===== src/rtl/rssg_pkg.sv =====
`timescale 1ns / 1ps
// ----------------------------------------------------------------------------
// rssg_pkg
// Shared constants and types of the random subsample swap generator.
// ----------------------------------------------------------------------------
package rssg_pkg;

  localparam int FIELD_BITS = 16;
  localparam int GEN_BITS   = 31;
  localparam int MULB_BITS  = 16;
  localparam int PROD_BITS  = GEN_BITS + MULB_BITS;
  localparam int CFG_IDX_BITS  = 2;
  localparam int CFG_DATA_BITS = 32;

  localparam logic [MULB_BITS-1:0] LEHMER_MUL = 16'd48271;
  localparam logic [GEN_BITS-1:0]  LEHMER_MOD = 31'h7FFF_FFFF;
  // (2^31 - 2) / 2
  localparam logic [GEN_BITS-2:0]  HALF_RANGE = 30'h3FFF_FFFF;

  localparam logic [CFG_IDX_BITS-1:0] REG_MAX_COUNT = 2'd0;
  localparam logic [CFG_IDX_BITS-1:0] REG_SEED      = 2'd1;

  typedef struct packed {
    logic                 en;
    logic [GEN_BITS-1:0]  a;
    logic [MULB_BITS-1:0] b;
  } mul_req_t;

  typedef struct packed {
    logic [FIELD_BITS-1:0] keep_index;
    logic [FIELD_BITS-1:0] swap_index;
    logic                  pair_valid;
    logic                  last;
  } res_t;

  typedef struct packed {
    logic valid;
    res_t res;
  } core_out_t;

endpackage


===== src/rtl/rssg_ifs.sv =====
`timescale 1ns / 1ps
// ----------------------------------------------------------------------------
// rssg channel interfaces
// Input, result and configuration channels, valid/ready handshake.
// ----------------------------------------------------------------------------
interface rssg_in_if;
  logic        valid;
  logic        ready;
  logic        restart;
  logic [15:0] point_count;
  modport source(output valid, restart, point_count, input ready);
  modport sink(input valid, restart, point_count, output ready);
endinterface

interface rssg_out_if;
  logic        valid;
  logic        ready;
  logic [15:0] keep_index;
  logic [15:0] swap_index;
  logic        pair_valid;
  logic        last;
  modport source(output valid, keep_index, swap_index, pair_valid, last, input ready);
  modport sink(input valid, keep_index, swap_index, pair_valid, last, output ready);
endinterface

interface rssg_cfg_if;
  logic        valid;
  logic        ready;
  logic [1:0]  index;
  logic [31:0] data;
  modport source(output valid, index, data, input ready);
  modport sink(input valid, index, data, output ready);
endinterface


===== src/rtl/random_subsample_swap_generator.sv =====
`timescale 1ns / 1ps
// ----------------------------------------------------------------------------
// random_subsample_swap_generator
// Swap pairs of a partial Fisher-Yates shuffle driven by a Lehmer generator.
// ----------------------------------------------------------------------------
// Usage:
//   in_bus  : one beat per step (restart, point_count). restart reseeds the
//             generator from the seed register and clears the position.
//   out_bus : exactly one beat per input beat (keep_index, swap_index,
//             pair_valid, last). A step with no pair returns all zeros.
//   cfg_bus : register writes (0 = max_count, 1 = seed), always ready; write
//             only while idle. max_count applies at once, seed at the next
//             restart.
// Sequence: a step with a pair runs generator multiply, Mersenne reduction,
//   range multiply and reduction on one shared multiplier (states S_GEN,
//   S_RED, S_RANGE, S_DIV, S_EMIT); in_bus.ready returns at the edge that
//   loads the result into the output register, so no new step is taken
//   before the last is through. A step without a pair goes straight to S_EMIT.
// Reset (rst_n, synchronous): generator 1, position 0, max_count 0, seed 1.
// A stalled receiver holds the output register; the core then waits with its
// finished result and in_bus.ready stays low until the beat is taken.
// ----------------------------------------------------------------------------
module random_subsample_swap_generator #(
  parameter int INDEX_BITS = 16
) (
  input  logic   clk,
  input  logic   rst_n,
  rssg_in_if.sink    in_bus,
  rssg_out_if.source out_bus,
  rssg_cfg_if.sink   cfg_bus
);

  localparam int IW = (INDEX_BITS < rssg_pkg::FIELD_BITS) ? INDEX_BITS : rssg_pkg::FIELD_BITS;

  logic [rssg_pkg::FIELD_BITS-1:0] max_count_r;
  logic [rssg_pkg::GEN_BITS-1:0]   seed_r;
  logic                            out_valid_r;
  rssg_pkg::res_t                  out_res_r;
  rssg_pkg::core_out_t             core_out;
  logic                            res_ack;
  logic                            core_ready;

  rssg_core #(
    .IW (IW)
  ) u_core (
    .clk        (clk),
    .rst_n      (rst_n),
    .in_valid   (in_bus.valid),
    .in_restart (in_bus.restart),
    .in_count   (in_bus.point_count),
    .in_ready   (core_ready),
    .max_count  (max_count_r),
    .seed       (seed_r),
    .core_out   (core_out),
    .res_ack    (res_ack)
  );

  assign in_bus.ready  = core_ready;
  assign cfg_bus.ready = 1'b1;
  assign res_ack       = core_out.valid && (!out_valid_r || out_bus.ready);

  always_ff @(posedge clk) begin
    if (!rst_n) begin
      max_count_r <= '0;
      seed_r      <= rssg_pkg::GEN_BITS'(1);
      out_valid_r <= 1'b0;
    end else begin
      if (cfg_bus.valid) begin
        case (cfg_bus.index)
          rssg_pkg::REG_MAX_COUNT: max_count_r <= cfg_bus.data[rssg_pkg::FIELD_BITS-1:0];
          rssg_pkg::REG_SEED:      seed_r <= cfg_bus.data[rssg_pkg::GEN_BITS-1:0];
          default: ;
        endcase
      end
      if (res_ack) begin
        out_valid_r <= 1'b1;
      end else if (out_bus.ready) begin
        out_valid_r <= 1'b0;
      end
    end
    if (res_ack) begin
      out_res_r <= core_out.res;
    end
  end

  assign out_bus.valid      = out_valid_r;
  assign out_bus.keep_index = out_res_r.keep_index;
  assign out_bus.swap_index = out_res_r.swap_index;
  assign out_bus.pair_valid = out_res_r.pair_valid;
  assign out_bus.last       = out_res_r.last;

`ifndef SYNTHESIS
  a_busy_after_accept: assert property (@(posedge clk) disable iff (!rst_n)
    (in_bus.valid && in_bus.ready) |=> !in_bus.ready)
    else $error("input accepted while a step is in flight");

  a_swap_in_range: assert property (@(posedge clk) disable iff (!rst_n)
    (out_bus.valid && out_bus.pair_valid) |-> (out_bus.swap_index >= out_bus.keep_index))
    else $error("swap index below keep index");

  a_no_pair_zero: assert property (@(posedge clk) disable iff (!rst_n)
    (out_bus.valid && !out_bus.pair_valid) |->
      (out_bus.keep_index == '0 && out_bus.swap_index == '0 && !out_bus.last))
    else $error("empty step carries nonzero fields");

  a_last_is_pair: assert property (@(posedge clk) disable iff (!rst_n)
    (out_bus.valid && out_bus.last) |-> out_bus.pair_valid)
    else $error("last flagged without a pair");
`endif

endmodule


===== src/rtl/rssg_mul.sv =====
`timescale 1ns / 1ps
// ----------------------------------------------------------------------------
// rssg_mul
// Shared 31x16 multiplier with registered product.
// ----------------------------------------------------------------------------
module rssg_mul (
  input  logic                               clk,
  input  rssg_pkg::mul_req_t                 req,
  output logic [rssg_pkg::PROD_BITS-1:0]     prod
);

  logic [rssg_pkg::PROD_BITS-1:0] prod_r;

  always_ff @(posedge clk) begin
    if (req.en) begin
      prod_r <= rssg_pkg::PROD_BITS'(req.a) * rssg_pkg::PROD_BITS'(req.b);
    end
  end

  assign prod = prod_r;

endmodule


===== src/rtl/rssg_core.sv =====
`timescale 1ns / 1ps
// ----------------------------------------------------------------------------
// rssg_core
// Step sequencer: generator advance, Mersenne reduction, range scaling.
// ----------------------------------------------------------------------------
module rssg_core #(
  parameter int IW = 16
) (
  input  logic                               clk,
  input  logic                               rst_n,
  input  logic                               in_valid,
  input  logic                               in_restart,
  input  logic [rssg_pkg::FIELD_BITS-1:0]    in_count,
  output logic                               in_ready,
  input  logic [rssg_pkg::FIELD_BITS-1:0]    max_count,
  input  logic [rssg_pkg::GEN_BITS-1:0]      seed,
  output rssg_pkg::core_out_t                core_out,
  input  logic                               res_ack
);

  typedef enum logic [2:0] {S_IDLE, S_GEN, S_RED, S_RANGE, S_DIV, S_EMIT} state_t;

  localparam int GB = rssg_pkg::GEN_BITS;
  localparam int PB = rssg_pkg::PROD_BITS;

  state_t                state_r, state_nxt;
  logic [GB-1:0]         gen_r, gen_nxt;
  logic [IW-1:0]         pos_r, pos_nxt;
  logic [IW-1:0]         count_r, count_nxt;
  logic [IW-1:0]         keep_r, keep_nxt;
  logic [IW-1:0]         swap_r, swap_nxt;
  logic                  pair_r, pair_nxt;
  logic                  last_r, last_nxt;

  rssg_pkg::mul_req_t    mreq;
  logic [PB-1:0]         prod;

  logic [IW-1:0]         keep_lim;
  logic [IW-1:0]         cnt_in;
  logic [IW-1:0]         j_in;
  logic [GB-1:0]         gen_in;
  logic [GB-1:0]         seed_ld;
  logic                  no_pair;
  logic [GB:0]           red_sum;
  logic [GB:0]           red_sub;
  logic [GB-1:0]         x_val;
  logic [GB-2:0]         div_lo;
  logic [15:0]           div_hi;
  logic [GB-1:0]         div_t;
  logic [15:0]           off;
  logic [IW:0]           j_inc;
  logic [IW-1:0]         span;

  rssg_mul u_mul (
    .clk  (clk),
    .req  (mreq),
    .prod (prod)
  );

  always_comb begin
    keep_lim = max_count[IW-1:0];
    cnt_in   = in_count[IW-1:0];
    seed_ld  = (seed == '0 || seed == rssg_pkg::LEHMER_MOD) ? GB'(1) : seed;
    gen_in   = in_restart ? seed_ld : gen_r;
    j_in     = in_restart ? '0 : pos_r;
    no_pair  = (cnt_in == '0) || (keep_lim >= cnt_in) || (j_in >= keep_lim) ||
               (j_in >= cnt_in);

    red_sum  = {16'd0, prod[PB-1:GB]} + {1'b0, prod[GB-1:0]};
    red_sub  = red_sum - {1'b0, rssg_pkg::LEHMER_MOD};
    x_val    = (red_sum >= {1'b0, rssg_pkg::LEHMER_MOD}) ? red_sub[GB-1:0] : red_sum[GB-1:0];
    if (x_val == '0) begin
      x_val = GB'(1);
    end

    // floor(P / (2^31-2)) = a + (a + b >= 2^30-1), with P/2 = a*2^30 + b
    div_hi   = prod[PB-1:GB];
    div_lo   = prod[GB-1:1];
    div_t    = {15'd0, div_hi} + {1'b0, div_lo};
    off      = div_hi + {15'd0, (div_t >= {1'b0, rssg_pkg::HALF_RANGE})};

    j_inc    = {1'b0, pos_r} + (IW+1)'(1);
    span     = count_r - pos_r;
  end

  always_comb begin
    state_nxt = state_r;
    gen_nxt   = gen_r;
    pos_nxt   = pos_r;
    count_nxt = count_r;
    keep_nxt  = keep_r;
    swap_nxt  = swap_r;
    pair_nxt  = pair_r;
    last_nxt  = last_r;
    mreq.en   = 1'b0;
    mreq.a    = gen_r;
    mreq.b    = rssg_pkg::LEHMER_MUL;
    case (state_r)
      S_IDLE: begin
        if (in_valid) begin
          gen_nxt   = gen_in;
          pos_nxt   = j_in;
          count_nxt = cnt_in;
          keep_nxt  = '0;
          swap_nxt  = '0;
          pair_nxt  = 1'b0;
          last_nxt  = 1'b0;
          state_nxt = no_pair ? S_EMIT : S_GEN;
        end
      end
      S_GEN: begin
        mreq.en   = 1'b1;
        state_nxt = S_RED;
      end
      S_RED: begin
        gen_nxt   = x_val;
        state_nxt = S_RANGE;
      end
      S_RANGE: begin
        mreq.en   = 1'b1;
        mreq.a    = gen_r - GB'(1);
        mreq.b    = '0;
        mreq.b[IW-1:0] = span;
        state_nxt = S_DIV;
      end
      S_DIV: begin
        keep_nxt  = pos_r;
        swap_nxt  = pos_r + off[IW-1:0];
        pair_nxt  = 1'b1;
        last_nxt  = (j_inc == {1'b0, keep_lim});
        pos_nxt   = j_inc[IW-1:0];
        state_nxt = S_EMIT;
      end
      S_EMIT: begin
        if (res_ack) begin
          state_nxt = S_IDLE;
        end
      end
      default: begin
        state_nxt = S_IDLE;
      end
    endcase
  end

  always_ff @(posedge clk) begin
    if (!rst_n) begin
      state_r <= S_IDLE;
      gen_r   <= GB'(1);
      pos_r   <= '0;
    end else begin
      state_r <= state_nxt;
      gen_r   <= gen_nxt;
      pos_r   <= pos_nxt;
    end
    count_r <= count_nxt;
    keep_r  <= keep_nxt;
    swap_r  <= swap_nxt;
    pair_r  <= pair_nxt;
    last_r  <= last_nxt;
  end

  always_comb begin
    in_ready                     = (state_r == S_IDLE);
    core_out.valid               = (state_r == S_EMIT);
    core_out.res                 = '0;
    core_out.res.keep_index[IW-1:0] = keep_r;
    core_out.res.swap_index[IW-1:0] = swap_r;
    core_out.res.pair_valid      = pair_r;
    core_out.res.last            = last_r;
  end

endmodule

===== src/flat_wrapper.sv =====
// flat-port wrapper written by rule: the top's interface ports become plain ports
module random_subsample_swap_generator_flat 
#(
  parameter int INDEX_BITS = 16
)
  (clk, rst_n, in_bus_valid, in_bus_restart, in_bus_point_count, in_bus_ready, out_bus_valid, out_bus_keep_index, out_bus_swap_index, out_bus_pair_valid, out_bus_last, out_bus_ready, cfg_bus_valid, cfg_bus_index, cfg_bus_data, cfg_bus_ready);
  rssg_in_if in_bus_i ();
  rssg_out_if out_bus_i ();
  rssg_cfg_if cfg_bus_i ();
  input  logic clk;
  input  logic rst_n;
  input wire logic [$bits(in_bus_i.valid)-1:0] in_bus_valid;
  input wire logic [$bits(in_bus_i.restart)-1:0] in_bus_restart;
  input wire logic [$bits(in_bus_i.point_count)-1:0] in_bus_point_count;
  output wire logic [$bits(in_bus_i.ready)-1:0] in_bus_ready;
  output wire logic [$bits(out_bus_i.valid)-1:0] out_bus_valid;
  output wire logic [$bits(out_bus_i.keep_index)-1:0] out_bus_keep_index;
  output wire logic [$bits(out_bus_i.swap_index)-1:0] out_bus_swap_index;
  output wire logic [$bits(out_bus_i.pair_valid)-1:0] out_bus_pair_valid;
  output wire logic [$bits(out_bus_i.last)-1:0] out_bus_last;
  input wire logic [$bits(out_bus_i.ready)-1:0] out_bus_ready;
  input wire logic [$bits(cfg_bus_i.valid)-1:0] cfg_bus_valid;
  input wire logic [$bits(cfg_bus_i.index)-1:0] cfg_bus_index;
  input wire logic [$bits(cfg_bus_i.data)-1:0] cfg_bus_data;
  output wire logic [$bits(cfg_bus_i.ready)-1:0] cfg_bus_ready;
  assign in_bus_i.valid = in_bus_valid;
  assign in_bus_i.restart = in_bus_restart;
  assign in_bus_i.point_count = in_bus_point_count;
  assign in_bus_ready = in_bus_i.ready;
  assign out_bus_valid = out_bus_i.valid;
  assign out_bus_keep_index = out_bus_i.keep_index;
  assign out_bus_swap_index = out_bus_i.swap_index;
  assign out_bus_pair_valid = out_bus_i.pair_valid;
  assign out_bus_last = out_bus_i.last;
  assign out_bus_i.ready = out_bus_ready;
  assign cfg_bus_i.valid = cfg_bus_valid;
  assign cfg_bus_i.index = cfg_bus_index;
  assign cfg_bus_i.data = cfg_bus_data;
  assign cfg_bus_ready = cfg_bus_i.ready;
  random_subsample_swap_generator #(.INDEX_BITS(INDEX_BITS)) u_core (.clk(clk), .rst_n(rst_n), .in_bus(in_bus_i), .out_bus(out_bus_i), .cfg_bus(cfg_bus_i));
endmodule

===== config.mk =====
export PLATFORM = sky130hd
export DESIGN_NAME = random_subsample_swap_generator_flat
export DESIGN_NICKNAME = d
export VERILOG_FILES = /design/src/rtl/rssg_pkg.sv /design/src/rtl/rssg_ifs.sv /design/src/rtl/random_subsample_swap_generator.sv /design/src/rtl/rssg_mul.sv /design/src/rtl/rssg_core.sv /design/src/flat_wrapper.sv
export SDC_FILE = /design/constraint.sdc
export NUM_CORES = 2
export LEC_CHECK = 0
export BUFFER_PORTS_ARGS = -buffer_cell sky130_fd_sc_hd__buf_2
export CORE_AREA = 2 2 277 279
export DETAILED_ROUTE_END_ITERATION = 10
export DIE_AREA = 0 0 279 281
export PLACE_DENSITY_LB_ADDON = 0.2
export SYNTH_ARGS = -nofsm -noshare
export SYNTH_HDL_FRONTEND = slang
export SYNTH_SLANG_ARGS = --single-unit
export TNS_END_PERCENT = 50

===== constraint.sdc =====
create_clock -name clk -period 27.3 [get_ports clk]
set_input_delay 5.46 -clock clk [delete_from_list [all_inputs] [get_ports clk]]
set_output_delay 5.46 -clock clk [all_outputs]
set_load 0.02 [all_outputs]

After elaboration in Yosys (flattened, before gate mapping)
Index checks and enable logic that the tools add are counted.
{"block": "word_totals", "latch_bits": 0, "input_bits": 56, "n_memories": 0, "ramBits": 0, "register_bits": 229, "out_inout_bits": 37, "mem_bits_ro": 0}
{"block": "classes", "reduce_logical": 22, "addsub": 8, "n_shift": 0, "mux": 23, "n_bitwise": 0, "n_eq_ne": 11, "div": 0, "n_lt_le_gt_ge": 5, "mul": 1}
{"operator": "two-way mux 31 bit", "n": 5}
{"operator": "case mux 16 bit (2 select lines)", "n": 3}
{"operator": "logical NOT 31 bit", "n": 2}
{"operator": "case mux 31 bit (2 select lines)", "n": 1}
{"operator": ">= comparator 16 bit", "n": 3}
{"operator": "two-way mux 16 bit", "n": 3}
{"operator": "multiplier 31 x 16 -> 47 bit", "n": 1}
{"operator": "two-way mux 47 bit", "n": 1}
{"operator": "adder 16 x 31 -> 32 bit", "n": 1}
{"operator": ">= comparator 32 x 31 -> 1 bit, second input constant", "n": 1}
{"operator": "adder 16 x 30 -> 31 bit", "n": 1}
{"operator": "== test 31 bit, second input constant", "n": 1}
{"operator": ">= comparator 31 x 30 -> 1 bit, second input constant", "n": 1}
{"operator": "subtractor 31 x 1 -> 31 bit, second input constant", "n": 1}
{"operator": "subtractor 31 bit, second input constant", "n": 1}
{"operator": "case mux 3 bit (6 select lines)", "n": 1}
{"operator": "adder 16 x 1 -> 17 bit, second input constant", "n": 1}
{"operator": "== test 17 x 16 -> 1 bit", "n": 1}
{"operator": "adder 16 x 1 -> 16 bit", "n": 1}
{"operator": "adder 16 bit", "n": 1}
{"operator": "logical NOT 16 bit", "n": 1}
{"operator": "subtractor 16 bit", "n": 1}
{"operator": "AND reduction 2 bit", "n": 5}
{"operator": "two-way mux 3 bit", "n": 3}
{"operator": "other kinds (15)", "n": 29}

Longest topological paths before layout
{"block": "depth", "word_depth": 7, "depth_mapped": 41, "depth_no_buf": 40}

Hierarchy
A second synthesis with hierarchy kept.
{"block": "unflattened", "cells_unflattened": 3405, "hier_area_um2": 30561.8}
{"module": "rssg_mul", "seq_area_each_um2": 1411.4, "instances": 1, "area_per_inst_um2": 17174.0, "cells_each": 1879}
{"module": "rssg_core", "seq_area_each_um2": 2502.4, "instances": 1, "area_per_inst_um2": 10460.0, "cells_each": 1296}
{"module": "random_subsample_swap_generator", "seq_area_each_um2": 1981.9, "instances": 1, "area_per_inst_um2": 2927.8, "cells_each": 230}

Worst setup path after synthesis
Ideal clock, no wire load.
{"block": "synth_timing", "path_type": "reg-to-reg", "from": "register u_core.u_core.state_r[0]", "to": "register u_core.u_core.u_mul.prod_r (netlist bit u_core.u_core.u_mul.prod[45]), data pin", "arrival_ns": 10.202, "stages_incl_launch_ff": 37, "required_ns": 27.031, "setup_time_ns": 0.269, "n_path_buf": 3, "path_slack_ns": 16.829, "cell_sequence": "dfxtp_1 -> clkbuf_1 -> inv_1 -> nor2_2 -> nand2_1 -> nor4_2 -> and3_1 -> nand2_1 -> or4_1 -> clkbuf_1 -> or3_1 -> xnor2_1 -> clkbuf_1 -> nand2_1 -> fa_1 -> inv_1 -> fa_1 -> inv_1 -> fa_1 -> inv_1 -> fa_1 -> fa_1 -> inv_1 -> fa_1 -> inv_1 -> ha_1 -> nor2b_1 -> o21ai_0 -> nand2b_1 -> a21oi_1 -> o21ai_0 -> a32oi_1 -> a21oi_1 -> a221o_1 -> o41ai_1 -> o31ai_1 -> xor2_1"}
{"block": "synth_via", "elab_chain_cells": 3}
{"item": "start, declared", "line": "rssg_core.sv:26", "source": "state_t state_r, state_nxt;"}
{"item": "start signal, assigned", "line": "rssg_core.sv:151", "source": "state_r <= state_nxt;"}
{"item": "== test 3 x 2 -> 1 bit", "line": "rssg_core.sv:98", "source": "case (state_r)"}
{"item": "two-way mux 47 bit", "line": "rssg_core.sv:98"}
{"item": "multiplier 31 x 16 -> 47 bit", "line": "rssg_mul.sv:16", "source": "prod_r <= rssg_pkg::PROD_BITS'(req.a) * rssg_pkg::PROD_BITS'(req.b);"}
{"item": "end signal, assigned", "line": "rssg_mul.sv:16"}
{"item": "end, declared", "line": "rssg_mul.sv:12", "source": "logic [rssg_pkg::PROD_BITS-1:0] prod_r;"}
No other way between the ends.
A chain may end at the register's enable or synchronous reset.

Final worst setup path
{"block": "layout_timing", "from": "register u_core.u_core.pos_r[0]", "to": "register u_core.u_core.u_mul.prod_r (netlist bit u_core.u_core.u_mul.prod[45]), data pin"}
{"block": "layout_via", "elab_chain_cells": 3}
{"item": "start, declared", "line": "rssg_core.sv:28", "source": "logic [IW-1:0] pos_r, pos_nxt;"}
{"item": "start signal, assigned", "line": "rssg_core.sv:153", "source": "pos_r <= pos_nxt;"}
{"item": "subtractor 16 bit", "line": "rssg_core.sv:83", "source": "span = count_r - pos_r;"}
{"item": "two-way mux 47 bit", "line": "rssg_core.sv:98"}
{"item": "multiplier 31 x 16 -> 47 bit", "line": "rssg_mul.sv:16"}
No other way between the ends.

==> summary.txt <==
Run status
  • Status: complete, no violations

Synth
  • Syn Area/Cell: 8.77 sq um
  • Syn_nets: 4109
  • Register area share after synthesis: 0.197
  • Synth cell types: 84
  • Ys Warns: 0
  • Top_reg_cell synth: edfxtp_1
  • Yosys top cell area share: 0.273
  • Gate Count Post-Synth: 3413
  • Synth top cells by count: inv_1 (548), nand2_1 (502), fa_1 (409)
  • Synth top area cells: fa_1 (27%), edfxtp_1 (13%), ha_1 (9.7%)
  • Most instantiated library cell after synthesis: inv_1
  • EDFF count, synth: 131
  • Mapped cell area: 29900 sq um
  • Synth Register Bits: 229
  • Async S/R FF share, synth: 0
  • Top cell type by total area after synthesis: fa_1

Global routing
  • Busiest grt layer: met2
  • Initial antenna violation count: 3
  • First-pass GRT wire length: 142000 microns
  • GR Layer Usage met3: 0.0200
  • Largest net degree at the start of global routing: 63
  • Vias in the first global route: 24300
  • Global Route met1 Usage: 0.321
  • Global route overflow: 0
  • GR Util met2: 0.400
  • Total global-route track usage: 0.236

Clocking
  • Clock Path Buffers: 3
  • H-tree Lvls: 1
  • Post-CTS setup buffer count: 0
  • CTS tree: built
  • Clock root buffer master: clkbuf_16
  • Post-CTS sizing: 0
  • Clock net sink count: 229
  • Clk_lat worst skew: 0.57 ns
  • CTS buffer count: 28
  • Post-CTS Hold Fix Bufs: 0
  • Clk slew on worst S/H paths: 0.06 ns

STA
  • Tcrit/Tclk final: 0.425
  • Clock period minus worst slack: 11.59 ns
  • Worst Skew: 0.0218 ns
  • Worst-Margin Slew: 1.21 ns
  • Pins over their slew limit: 0
  • Finish-stage setup viols: 0
  • Hold violation count in the final report: 0
  • Rel. slew slack: 0.189
  • RSZ-0062 raised after global routing: false
  • Fin Setup TNS: 0 ns
  • Fmax: 0.0863 GHz

Layout
  • Register Area: 5900 sq um
  • Antenna cell count: 0
  • Layout cells sized above 1: 0.0679
  • Multi-input gate area: 21600 sq um
  • # fillers: 7511
  • Layout Cells excl Fill: 4467
  • Area Overhead vs Synth: 8.95%
  • Nets@finish: 4163

Floorplanning
  • Die ar.: 78400 sq um
  • Row count: 101
  • Area of the core: 75400 sq um
  • Die width: 279 microns
  • Die Y: 281 microns
  • Initial Utilization: 0.397
  • # IOs: 93

Place
  • Final RePlAce weighted congestion: 0.914
  • Dpl cells: 4415
  • DPL Wire Length: 72400 microns
  • IO buf count: 90

Run
  • Max-cap violations: 0

Detailed routing
  • Drt total wl: 90800 microns
  • Post-route antenna net violation count: 0
  • DRT iter0 DRCs: 1732
  • Vias: 24100
  • Routed wire per std cell: 20.3 microns
  • DRC Markers: 0
  • Via density per instance: 5.39
  • First drt pass iteration count: 6

Worst setup path
  • Worst endpoint required time: 27.61 ns
  • Critical path endpoint category: register
  • Slowest cell on the critical path: o41ai_1
  • Worst-path fanout max: 15
  • Worst Setup Start Kind: register
  • Critical path class: register to register
  • Max incr delay on CP: 0.73 ns
  • Critical R2R Launch: u_core.u_core.pos_r[0]
  • Crit path from: u_core.u_core.pos_r[0]
  • Critical Path AT: 11.89 ns
  • Most frequent CP cell: fa_1

Worst hold path
  • Hold_sp: u_core.u_core.keep_r[6]
  • HP Class: register to register
cell families after synthesis:
group / synth area share
AO/OA/AOI/OAI: 0.108
AND/OR/NAND/NOR: 0.181
buffers and inverters: 0.0857
adder cells (fa/ha/maj): 0.370
other: 0.000125
multiplexers: 0.00142
flip-flops: 0.197
XOR/XNOR: 0.0570
worst paths after layout:
check | endpoint | slack [ns] | cells after the start
setup reg to reg | u_core.u_core.u_mul.prod[45] | 15.71 | 37
hold reg to reg | u_core.out_bus.keep_index[6] | 0.41 | 0
setup / recovery | u_core.u_core.u_mul.prod[45] | 15.71 | 37
hold / removal | u_core.out_bus.keep_index[6] | 0.41 | 0
cell type report:
cell class | count | area share
clock buffers | 35 | 0.0255
clock inverters | 17 | 0.00387
inverters | 549 | 0.0632
multi-input cells | 2505 | 0.661
flip-flops and latches | 229 | 0.181
well taps | 978 | 0.0375
repair buffers | 154 | 0.0285
worst max-delay path, delay by kind of cell (launching register included):
family                     cells  cell delay (ns)
and+or+nand+nor                2             0.57
AOI/OAI and AO/OA             19             5.08
buffers and inverters          5             0.48
DFF                            1             0.67
adders and majority gates      9             4.20
xor gates and xnor gates       2             0.29
registers in the layout, indices dropped and copies added, names as in the netlist, 3 cells and up:
register,cells
u_core.u_core.state_r,3
u_core.max_count_r,16
u_core.u_core.gen_r,31
u_core.out_bus.swap_index,16
u_core.u_core.keep_r,16
u_core.out_bus.keep_index,16
u_core.u_core.count_r,16
u_core.u_core.u_mul.prod,47
u_core.u_core.pos_r,16
u_core.u_core.swap_r,16
u_core.seed_r,31
placed cells by master (no fill, tap or decap), drive strengths merged, types with 10 or more instances in the layout:
cell type    n
a31oi       12
nand2      502
buf        154
a211oi      22
a22oi       25
a21oi      144
and2        45
ha         231
nor2b       45
o21ai       82
o211ai      20
clkinv      10
and3        51
nor2       261
fa         409
o21a        18
edfxtp     131
nand2b      38
a21o        64
nor4        34
o21bai      14
nand4       43
dfxtp       98
xnor2      117
clkbuf      35
nor3        52
nand3       49
inv        552
xor2        77
or3         15
stage by stage:
stage	utilization	hold WS [ns]	area [sq um]	setup slack [ns]
after detailed placement	0.420	0.405	31700	15.71
after global routing	0.432	0.417	32600	15.07
after CTS	0.432	0.418	32600	15.66
after floorplan	-	0.400	29900	16.83
final	0.432	0.414	32600	15.71
after global placement	0.420	0.401	31700	15.76
metal layers:
metal,vias to the layer above,wire length (microns)
li1,11200,-
met5,-,0
met1,12000,39800
met3,151,4720
met2,736,43100
met4,0,3260
Power is not shown: default switching activity piles up to over one toggle a cycle in this logic, so the estimate is an artifact.
